[config.mk]
export PLATFORM = sky130hd
export DESIGN_NAME = bit_field_repacker_top
export DESIGN_NICKNAME = d
export VERILOG_FILES = /design/src/hw/rtl/bfr_pkg.sv /design/src/hw/rtl/bfr_front.sv /design/src/hw/rtl/bfr_emit.sv /design/src/hw/rtl/bit_field_repacker_top.sv
export SDC_FILE = /design/constraint.sdc
export NUM_CORES = 1
export LEC_CHECK = 0
export ABC_AREA = 1
export BUFFER_PORTS_ARGS = -buffer_cell sky130_fd_sc_hd__buf_4
export CORE_UTILIZATION = 40
export CTS_CLUSTER_SIZE = 20
export DETAILED_ROUTE_END_ITERATION = 7
export GPL_TIMING_DRIVEN = 0
export RECOVER_POWER = 25
export SYNTH_ARGS = -nofsm -noshare
export SYNTH_HDL_FRONTEND = slang
export SYNTH_SLANG_ARGS = --single-unit
[constraint.sdc]
create_clock -name clk -period 8 [get_ports clk]
set_clock_uncertainty 0.15 [all_clocks]
set_input_delay 0.8 -clock clk [delete_from_list [all_inputs] [get_ports clk]]
set_output_delay 0.8 -clock clk [all_outputs]
set_load 0.03 [all_outputs]
[src/hw/rtl/bfr_pkg.sv]
`timescale 1ns / 1ps

package bfr_pkg;

	localparam int unsigned DATA_W = 25;
	localparam int unsigned ACC_W = 32;
	localparam int unsigned HELD_W = 6;
	localparam int unsigned EW_W = 5;
	localparam int unsigned CNT_W = 3;
	localparam int unsigned CFG_IDX_W = 1;
	localparam int unsigned CFG_DATA_W = 5;

	localparam logic [CFG_IDX_W-1:0] CFG_PACK_MODE = 1'd0;
	localparam logic [CFG_IDX_W-1:0] CFG_ELEMENT_BITS = 1'd1;

	localparam logic [HELD_W-1:0] BYTE_BITS = 6'd8;
	localparam logic [HELD_W-1:0] ACC_FULL = 6'd32;
	localparam logic [DATA_W-1:0] BYTE_MASK = 25'h00000FF;
	localparam logic [EW_W-1:0] MIN_ELEM = 5'd8;
	localparam logic [EW_W-1:0] MAX_ELEM = 5'd25;
	localparam logic [EW_W-1:0] ELEM_RESET = 5'd20;

	typedef struct packed {
		logic [DATA_W-1:0] data_in;
		logic block_start;
	} item_t;

	typedef struct packed {
		logic [DATA_W-1:0] data_out;
		logic last;
	} result_t;

	// one accepted transaction worth of pending results
	typedef struct packed {
		logic [ACC_W-1:0] acc;
		logic [HELD_W-1:0] ptr;
		logic [CNT_W-1:0] cnt;
		logic pack;
		logic [EW_W-1:0] w;
	} job_t;

	function automatic logic [ACC_W-1:0] elem_mask(input logic [EW_W-1:0] w);
		elem_mask = ~({ACC_W{1'b1}} << w);
	endfunction

endpackage

[src/hw/rtl/bfr_front.sv]
`timescale 1ns / 1ps

module bfr_front (
	input  logic clk,
	input  logic arst_n,
	input  logic cfg_we,
	input  logic [bfr_pkg::CFG_IDX_W-1:0] cfg_index,
	input  logic [bfr_pkg::CFG_DATA_W-1:0] cfg_data,
	input  logic item_valid,
	input  logic item_stall,
	input  bfr_pkg::item_t item,
	output logic job_valid,
	output bfr_pkg::job_t job
);

	logic pack_mode_q;
	logic [bfr_pkg::EW_W-1:0] element_bits_q;
	logic [bfr_pkg::ACC_W-1:0] acc_q;
	logic [bfr_pkg::HELD_W-1:0] held_q;

	logic [bfr_pkg::EW_W-1:0] w;
	logic [bfr_pkg::ACC_W-1:0] mask32;
	logic [bfr_pkg::ACC_W-1:0] acc_base;
	logic [bfr_pkg::HELD_W-1:0] held_base;
	logic [bfr_pkg::ACC_W-1:0] data32;
	logic [bfr_pkg::ACC_W-1:0] acc_next;
	logic [bfr_pkg::HELD_W:0] sum;
	logic [bfr_pkg::HELD_W-1:0] held_sat;
	logic [bfr_pkg::HELD_W-1:0] held_next;
	logic [bfr_pkg::CNT_W-1:0] cnt;
	logic accept;

	always_comb begin
		// saturate width into the legal range
		if (element_bits_q < bfr_pkg::MIN_ELEM) begin
			w = bfr_pkg::MIN_ELEM;
		end else if (element_bits_q > bfr_pkg::MAX_ELEM) begin
			w = bfr_pkg::MAX_ELEM;
		end else begin
			w = element_bits_q;
		end
		mask32 = bfr_pkg::elem_mask(w);
		acc_base = item.block_start ? '0 : acc_q;
		held_base = item.block_start ? '0 : held_q;
		data32 = {{(bfr_pkg::ACC_W - bfr_pkg::DATA_W){1'b0}}, item.data_in};
		if (pack_mode_q) begin
			acc_next = (acc_base << w) | (data32 & mask32);
			sum = {1'b0, held_base} + {2'b00, w};
		end else begin
			acc_next = {acc_base[bfr_pkg::ACC_W-9:0], item.data_in[7:0]};
			sum = {1'b0, held_base} + {1'b0, bfr_pkg::BYTE_BITS};
		end
		held_sat = (sum > {1'b0, bfr_pkg::ACC_FULL}) ? bfr_pkg::ACC_FULL
			: sum[bfr_pkg::HELD_W-1:0];
		if (pack_mode_q) begin
			cnt = held_sat[5:3];
			held_next = {3'b000, held_sat[2:0]};
		end else if (held_sat >= {1'b0, w}) begin
			cnt = 3'd1;
			held_next = held_sat - {1'b0, w};
		end else begin
			cnt = 3'd0;
			held_next = held_sat;
		end
	end

	assign accept = item_valid && !item_stall;
	assign job_valid = accept && (cnt != 3'd0);
	assign job.acc = acc_next;
	assign job.ptr = held_sat;
	assign job.cnt = cnt;
	assign job.pack = pack_mode_q;
	assign job.w = w;

	always_ff @(posedge clk or negedge arst_n) begin
		if (!arst_n) begin
			pack_mode_q <= 1'b0;
			element_bits_q <= bfr_pkg::ELEM_RESET;
			acc_q <= '0;
			held_q <= '0;
		end else begin
			if (cfg_we) begin
				unique case (cfg_index)
					bfr_pkg::CFG_PACK_MODE: pack_mode_q <= cfg_data[0];
					bfr_pkg::CFG_ELEMENT_BITS: element_bits_q <= cfg_data;
				endcase
			end
			if (accept) begin
				acc_q <= acc_next;
				held_q <= held_next;
			end
		end
	end

endmodule

[src/hw/rtl/bfr_emit.sv]
`timescale 1ns / 1ps

module bfr_emit (
	input  logic clk,
	input  logic arst_n,
	input  logic job_valid,
	input  bfr_pkg::job_t job,
	output logic busy,
	output logic result_valid,
	input  logic result_stall,
	output bfr_pkg::result_t result
);

	logic job_valid_s1;
	bfr_pkg::job_t job_s1;
	logic res_valid_q;
	bfr_pkg::result_t res_q;

	logic move;
	logic last_move;
	logic [bfr_pkg::HELD_W-1:0] step;
	logic [bfr_pkg::HELD_W-1:0] ptr_next;
	logic [bfr_pkg::ACC_W-1:0] shifted;
	logic [bfr_pkg::ACC_W-1:0] wmask;
	logic [bfr_pkg::DATA_W-1:0] mask;

	assign move = job_valid_s1 && (!res_valid_q || !result_stall);
	assign last_move = move && (job_s1.cnt == 3'd1);
	assign busy = job_valid_s1 && !last_move;

	always_comb begin
		step = job_s1.pack ? bfr_pkg::BYTE_BITS : {1'b0, job_s1.w};
		ptr_next = job_s1.ptr - step;
		shifted = job_s1.acc >> ptr_next;
		wmask = bfr_pkg::elem_mask(job_s1.w);
		mask = job_s1.pack ? bfr_pkg::BYTE_MASK : wmask[bfr_pkg::DATA_W-1:0];
	end

	always_ff @(posedge clk or negedge arst_n) begin
		if (!arst_n) begin
			job_valid_s1 <= 1'b0;
			res_valid_q <= 1'b0;
		end else begin
			if (job_valid) begin
				job_valid_s1 <= 1'b1;
			end else if (last_move) begin
				job_valid_s1 <= 1'b0;
			end
			if (move) begin
				res_valid_q <= 1'b1;
			end else if (!result_stall) begin
				res_valid_q <= 1'b0;
			end
		end
	end

	always_ff @(posedge clk) begin
		if (job_valid) begin
			job_s1 <= job;
		end else if (move) begin
			job_s1.ptr <= ptr_next;
			job_s1.cnt <= job_s1.cnt - 3'd1;
		end
		if (move) begin
			res_q.data_out <= shifted[bfr_pkg::DATA_W-1:0] & mask;
			res_q.last <= (job_s1.cnt == 3'd1);
		end
	end

	assign result_valid = res_valid_q;
	assign result = res_q;

	a_no_empty_job: assert property (@(posedge clk) disable iff (!arst_n)
		job_valid_s1 |-> job_s1.cnt != 3'd0)
		else $error("pending transaction with no results");

	a_ptr_covers: assert property (@(posedge clk) disable iff (!arst_n)
		job_valid_s1 |-> job_s1.ptr >= step)
		else $error("bit pointer below one unit");

	a_cnt_bound: assert property (@(posedge clk) disable iff (!arst_n)
		job_valid_s1 |-> job_s1.cnt <= 3'd4)
		else $error("more than four results pending");

	a_load_only_when_free: assert property (@(posedge clk) disable iff (!arst_n)
		job_valid |-> !busy)
		else $error("new transaction overwrote pending results");

	a_drain: assert property (@(posedge clk) disable iff (!arst_n)
		last_move && !job_valid |=> !job_valid_s1)
		else $error("pending transaction kept after final result");

endmodule

[src/hw/rtl/bit_field_repacker_top.sv]
`timescale 1ns / 1ps

// channel   direction  handshake                    payload
// item      in         item_valid / item_stall      item (data_in, block_start)
// result    out        result_valid / result_stall  result (data_out, last)
// cfg       in         cfg_we                       cfg_index, cfg_data
//
// unpack: one input byte per cycle while item_stall is low, 0 or 1 element out
// pack: 1 to 4 bytes per element, one byte per cycle through the result register
// while result_stall is low; no new element is taken until the last byte of the current one moves
// results go through the job register and then the result register after a transaction is accepted
// reset clears accumulator, bit count and config (unpack, width 20)
// item_stall rises while earlier results are still draining; result_stall freezes it

module bit_field_repacker_top (
	input  logic clk,
	input  logic arst_n,
	input  logic cfg_we,
	input  logic [bfr_pkg::CFG_IDX_W-1:0] cfg_index,
	input  logic [bfr_pkg::CFG_DATA_W-1:0] cfg_data,
	input  logic item_valid,
	output logic item_stall,
	input  bfr_pkg::item_t item,
	output logic result_valid,
	input  logic result_stall,
	output bfr_pkg::result_t result
);

	logic job_valid;
	bfr_pkg::job_t job;
	logic busy;

	assign item_stall = busy;

	bfr_front u_front (
		.clk(clk),
		.arst_n(arst_n),
		.cfg_we(cfg_we),
		.cfg_index(cfg_index),
		.cfg_data(cfg_data),
		.item_valid(item_valid),
		.item_stall(item_stall),
		.item(item),
		.job_valid(job_valid),
		.job(job)
	);

	bfr_emit u_emit (
		.clk(clk),
		.arst_n(arst_n),
		.job_valid(job_valid),
		.job(job),
		.busy(busy),
		.result_valid(result_valid),
		.result_stall(result_stall),
		.result(result)
	);

endmodule

Word level (Yosys, flattened, before mapping)
Index checks and enable logic that the tools add are counted.
W data, S select, Z words.
{"block": "totals", "reg_bits": 119, "in_bits": 37, "wordCells": 68}
{"block": "classes", "muxes": 19, "n_eq_ne": 2, "add_sub_neg": 5, "n_shift": 4, "bitwise_logic": 6, "n_lt_le_gt_ge": 4, "reduce_logical": 15}
{"operator": "$mux W32", "count": 2}
{"operator": "$and A25 B32 Y32", "count": 1}
{"operator": "$not A32 Y32", "count": 1}
{"operator": "$or A32 B32 Y32", "count": 1}
{"operator": "$shl A32 B5 Y25 const A", "count": 1}
{"operator": "$shl A32 B5 Y32", "count": 1}
{"operator": "$shl A32 B5 Y32 const A", "count": 1}
{"operator": "$shr A32 B6 Y25", "count": 1}
{"operator": "$and A25 B25 Y25", "count": 1}
{"operator": "$mux W25", "count": 1}
{"operator": "$not A25 Y25", "count": 1}
{"operator": "$mux W6", "count": 4}
{"operator": "$mux W9", "count": 2}
{"operator": "$mux W5", "count": 3}
{"operator": "$add A6 B4 Y7 const B", "count": 1}
{"operator": "$add A6 B5 Y7", "count": 1}
{"operator": "$gt A7 B6 Y1 const B", "count": 1}
{"operator": "$mux W7", "count": 1}
{"operator": "$ge A6 B5 Y1", "count": 1}
{"operator": "$sub A6 B5 Y6", "count": 1}
{"operator": "$sub A6 B6 Y6", "count": 1}
{"operator": "$gt A5 B5 Y1 const B", "count": 1}
{"operator": "$logic_and A1 B1 Y1", "count": 5}
{"operator": "$lt A5 B4 Y1 const B", "count": 1}
{"operator": "11 further kinds", "count": 20}

Depth between registers and ports, before layout
{"block": "logic_depth", "ltp_word": 13, "ltp_mapped": 31, "depth_no_buf": 31}

Hierarchy
Synthesis repeated with hierarchy kept, for this count alone.
{"block": "hier_totals", "hier_cells": 1296, "area_unflattened_um2": 8670.8}
{"mod": "bfr_emit", "area_per_inst_um2": 4718.3, "seq_area_each_um2": 2242.2, "cells_each": 613, "n_inst": 1}
{"mod": "bfr_front", "area_per_inst_um2": 3952.5, "seq_area_each_um2": 903.4, "cells_each": 683, "n_inst": 1}

Worst setup path after synthesis
Ideal clock, no wire load.
{"block": "synth_path", "path_type": "input-to-reg", "start": "input port item[0] in the netlist's numbering", "end": "register u_emit.job_s1[0] in the netlist's numbering, enable pin", "slack_ps": 2590, "setup_time_ps": 393, "path_buffers": 3, "cell_stages": 25, "required_ps": 7457, "arrival_time_ps": 4868, "path_cell_list": "buf_4 -> clkbuf_1 -> nor2_1 -> ha_1 -> ha_1 -> inv_1 -> nand2_1 -> nand4_1 -> nand2_1 -> nand2_1 -> nand2_1 -> nand2_1 -> nand3_2 -> a21oi_1 -> inv_1 -> ha_1 -> fa_1 -> nor2_1 -> o21ai_0 -> nand2_1 -> inv_1 -> o2111ai_4 -> nand2_2 -> buf_6 -> inv_1"}
{"block": "synth_between", "elab_chain_len": 10}
{"item": "start: declaration", "line_no": "bit_field_repacker_top.sv:23", "text": "input bfr_pkg::item_t item,"}
{"item": "$mux W6 (*)", "line_no": "bfr_front.sv:44", "text": "held_base = item.block_start ? '0 : held_q;"}
{"item": "$add A6 B4 Y7 or $add A6 B5 Y7 (tied branches)", "line_no": "bfr_front.sv:51, bfr_front.sv:48"}
{"item": "$mux W7 (*)", "line_no": "bfr_front.sv:46", "text": "if (pack_mode_q) begin"}
{"item": "$gt A7 B6 Y1", "line_no": "bfr_front.sv:53", "text": "held_sat = (sum > {1'b0, bfr_pkg::ACC_FULL}) ? bfr_pkg::ACC_FULL"}
{"item": "$mux W6 (*)", "line_no": "bfr_front.sv:53"}
{"item": "$ge A6 B5 Y1", "line_no": "bfr_front.sv:58", "text": "end else if (held_sat >= {1'b0, w}) begin"}
{"item": "$mux W1", "line_no": "bfr_front.sv:58"}
{"item": "$mux W3 (*)", "line_no": "bfr_front.sv:55", "text": "if (pack_mode_q) begin"}
{"item": "$reduce_bool A3 Y1 (*)", "line_no": "bfr_front.sv:68", "text": "assign job_valid = accept && (cnt != 3'd0);"}
{"item": "$logic_and A1 B1 Y1 (*)", "line_no": "bfr_front.sv:68"}
{"item": "net job_valid", "line_no": "bit_field_repacker_top.sv:29", "text": "logic job_valid;"}
{"item": "end signal: assignment", "line_no": "bfr_emit.sv:59", "text": "job_s1 <= job;"}
{"item": "end: declaration", "line_no": "bfr_emit.sv:15", "text": "bfr_pkg::job_t job_s1;"}
The timed path passes the listed nets; every way through them passes the cells marked *.
A chain may end at the register's enable or synchronous reset.

==> results.md <==
* Outcome: complete, but fails checks
* Failing checks: capacitance limit, slew limit
* Antenna violations before repair at 0
* DIE AREA at 0.0209 mm²
* Clock Pin Slew Worst Setup and Hold Paths at about 0.09 ns
* Ys async rst share at 0.342
* WP data arrival at approximately 5.8 ns
* Sequential area share after synthesis at 0.386
* Filler cell count at around 2100
* Area contributors post-synth: edfxtp_1 (27%), nand2_1 (16%), dfrtp_1 (11%)
* Worst-path maximum fanout at 28
* Slowest stage cell, crit path: dfstp_1
* Residual DRC at 0
* Synth Cell Area at ~0.0081 mm²
* Post-synth EDFFs at 73
* GP Congestion at just under 1
* ANT nets after route at 0
* FF+latch count, synth at between 100 and 150
* IO Pins at 65
* Distinct cells, synth at between 50 and 60
* YS warnings at 0
* Nets at 1289
* Yosys top cell by area: edfxtp_1
* Area delta synth->final at 13.7%
* Final Util at 0.470
* Cts repair resizes at 0
* 1st-pass router iterations at 5
* Data required, critical path at ~8 ns
* Largest stage delay on the critical path at approximately 0.63 ns
* Mapped Cells at approximately 1200
* Most frequent cell after synthesis: nand2_1
* Die extent in y at 145 µm
* Vias in the first global route at 7441
* DR iter-0 viols at approximately 470
* Worst VDD drop at between 0.15 and 0.2 mV
* Fin. Hold Viols at 0
* PD cells at approximately 480 mW/mm²
* Clock Tree Buf Depth at 2
* Drt wl/cell at roughly 17 µm
* CP Launch Type: flip-flop
* Die W at between 100 and 150 µm
* ANT cells at 0
* Critical path class: reg2reg
* Share of post-route cells with drive strength above 1 at 0.0889
* Worst Setup End Kind: flip-flop
* Clk root buf: clkbuf_16
* Starting Density at 0.413
* Setup Viol. Count Final at 0
* Crit path max-delay family: simple AND/OR/NAND/NOR gates
* Routed WL at ~25 mm
* Final period util at 0.729
* Fmax at 171 MHz
* Worst Hold Class: reg2reg
* Dpl hpwl at slightly above 20 mm
* Global-route usage over all layers at 0.255
* CTS tree: built
* Mean post-synth cell area at around 7 µm²
* Most used cell, CP: nand2_1
* Min Tclk post-route at approximately 5.8 ns
* H-tree depth at 3
* Top post-synthesis cells by count: nand2_1 (352), o21ai_0 (139), inv_1 (130)
* Max Cap Viol at 1
* Via density at roughly 5.3
* Worst-margin pin slew at about 2.2 ns
* TritonCTS buffer count at 9
* Mapped Nets at 1213
* Buffers on Ports at 63
* Yosys top cell area share at 0.269
* Cts hold-fix bufs at 0
* Congestion Overflow GR at 0
* Unrepaired setup endpoints after global routing: no
* Via count at 7906
* First-pass GRT wire length at 39.9 mm
* Total power at about 4.4 mW
* Leak Pwr at between 4 and 5 nW
* Clk sink count at about 110
* Crit path buf inv count at 8
* Post-CTS Setup Bufs at 0
* WHS at around 0.34 ns
* CORE AREA at around 0.020 mm²
* Worst rel slew slack at -0.483
* Largest net degree at the start of global routing at 39
* Main synth FF type: edfxtp_1
* Rows at 51
* Final Slew Violations at 39
* Worst-Skew Late Latency at approximately 0.37 ns
* Setup TNS at 0 ns
through the flow:
step	setup WS [ns]	instances	instance area [µm²]
2_1_floorplan	2.59	1157	8140
3_3_place_gp	1.57	1485	8950
3_5_place_dp	1.52	1486	8960
4_1_cts	1.73	1502	9270
5_1_grt	1.65	1503	9260
6_report	2.17	1503	9260
layer usage:
| metal | routed length, µm | track usage | up-vias |
|---|---|---|---|
| met5 | 0 | 0 | - |
| met1 | 11300 | 0.327 | 3605 |
| met4 | 1080 | 0.129 | 0 |
| met3 | 1190 | 0.0319 | 59 |
| met2 | 11700 | 0.423 | 263 |
| li1 | - | - | 3979 |
registers in the layout, indices dropped and copies added (netlist names):
signal	count
u_emit.job_s1	47
u_emit.job_valid_s1	1
u_emit.result	26
u_emit.result_valid	1
u_front.acc_q	24
u_front.element_bits_q	5
u_front.held_q	6
u_front.pack_mode_q	1
where the power goes:
group	internal (mW)	leakage, nW	switching (mW)	total (mW)
Sequential	0.907	1.17	0.0833	0.990
Combinational	0.901	2.92	2.06	2.96
Clock	0.226	0.152	0.241	0.468
Total	2.03	4.24	2.38	4.41
layout make-up:
cell class	count	area (µm²)	share of cell area
multi-input cells	841	4200	0.454
flip-flops and latches	111	3150	0.340
inverters	136	510	0.0551
repair buffers	65	478	0.0516
well taps	265	332	0.0358
plain buffers	69	287	0.0309
clock buffers	9	225	0.0243
clock inverters	7	81.3	0.00878
logic make-up (layout without fill, tap and decap cells):
kind of cell	Yosys count	count (layout)	share of synthesized area
AND/OR/NAND/NOR	520	520	0.259
AO/OA/AOI/OAI	269	269	0.186
buffers and inverters	205	286	0.0979
flip-flops	111	111	0.386
multiplexers	25	25	0.0309
adder cells (fa/ha/maj)	19	19	0.0310
XOR/XNOR	8	8	0.00860
layout by cell type, fill, tap and decap left out, types with 6 or more instances in the layout:
cell type,Yosys,final
buf_4,3,55
nor2_1,85,85
inv_1,130,129
o21ai_0,139,139
clkbuf_1,52,60
o22ai_1,7,7
nand2_2,9,9
nand3_1,46,46
nand2_1,352,352
nor3_1,8,8
dfrtp_1,36,36
o211ai_1,14,14
buf_1,6,6
edfxtp_1,73,73
a22oi_1,8,8
ha_1,17,17
mux2i_1,24,24
o21ai_1,24,24
a21oi_1,47,47
a211oi_1,8,8
clkbuf_16,0,9
buf_2,7,7
final timing paths:
| path | from | end | slack [ns] | cells past startpoint |
|---|---|---|---|---|
| max | u_front.element_bits_q[4] | u_emit.job_s1[16] | 2.17 | 30 |
| min | u_emit.job_valid_s1 | u_emit.result_valid | 0.34 | 2 |
| max reg2reg | u_front.element_bits_q[4] | u_emit.job_s1[16] | 2.17 | 30 |
| min reg2reg | u_emit.job_valid_s1 | u_emit.result_valid | 0.34 | 2 |
| max in group asynchronous | arst_n | u_front.element_bits_q[3] | 5.49 | 1 |
| min in group asynchronous | arst_n | u_front.acc_q[8] | 0.93 | 1 |
worst register-to-register path, delay by kind of cell (launching register included):
kind	cells	cell delay [ns]
AO/OA/AOI/OAI	4	0.82
flip-flops	1	0.63
AND/OR/NAND/NOR	14	1.52
adder cells (fa/ha/maj)	4	1.10
buffers and inverters	8	1.32
No activity file was read; power rests on OpenSTA's default activity.
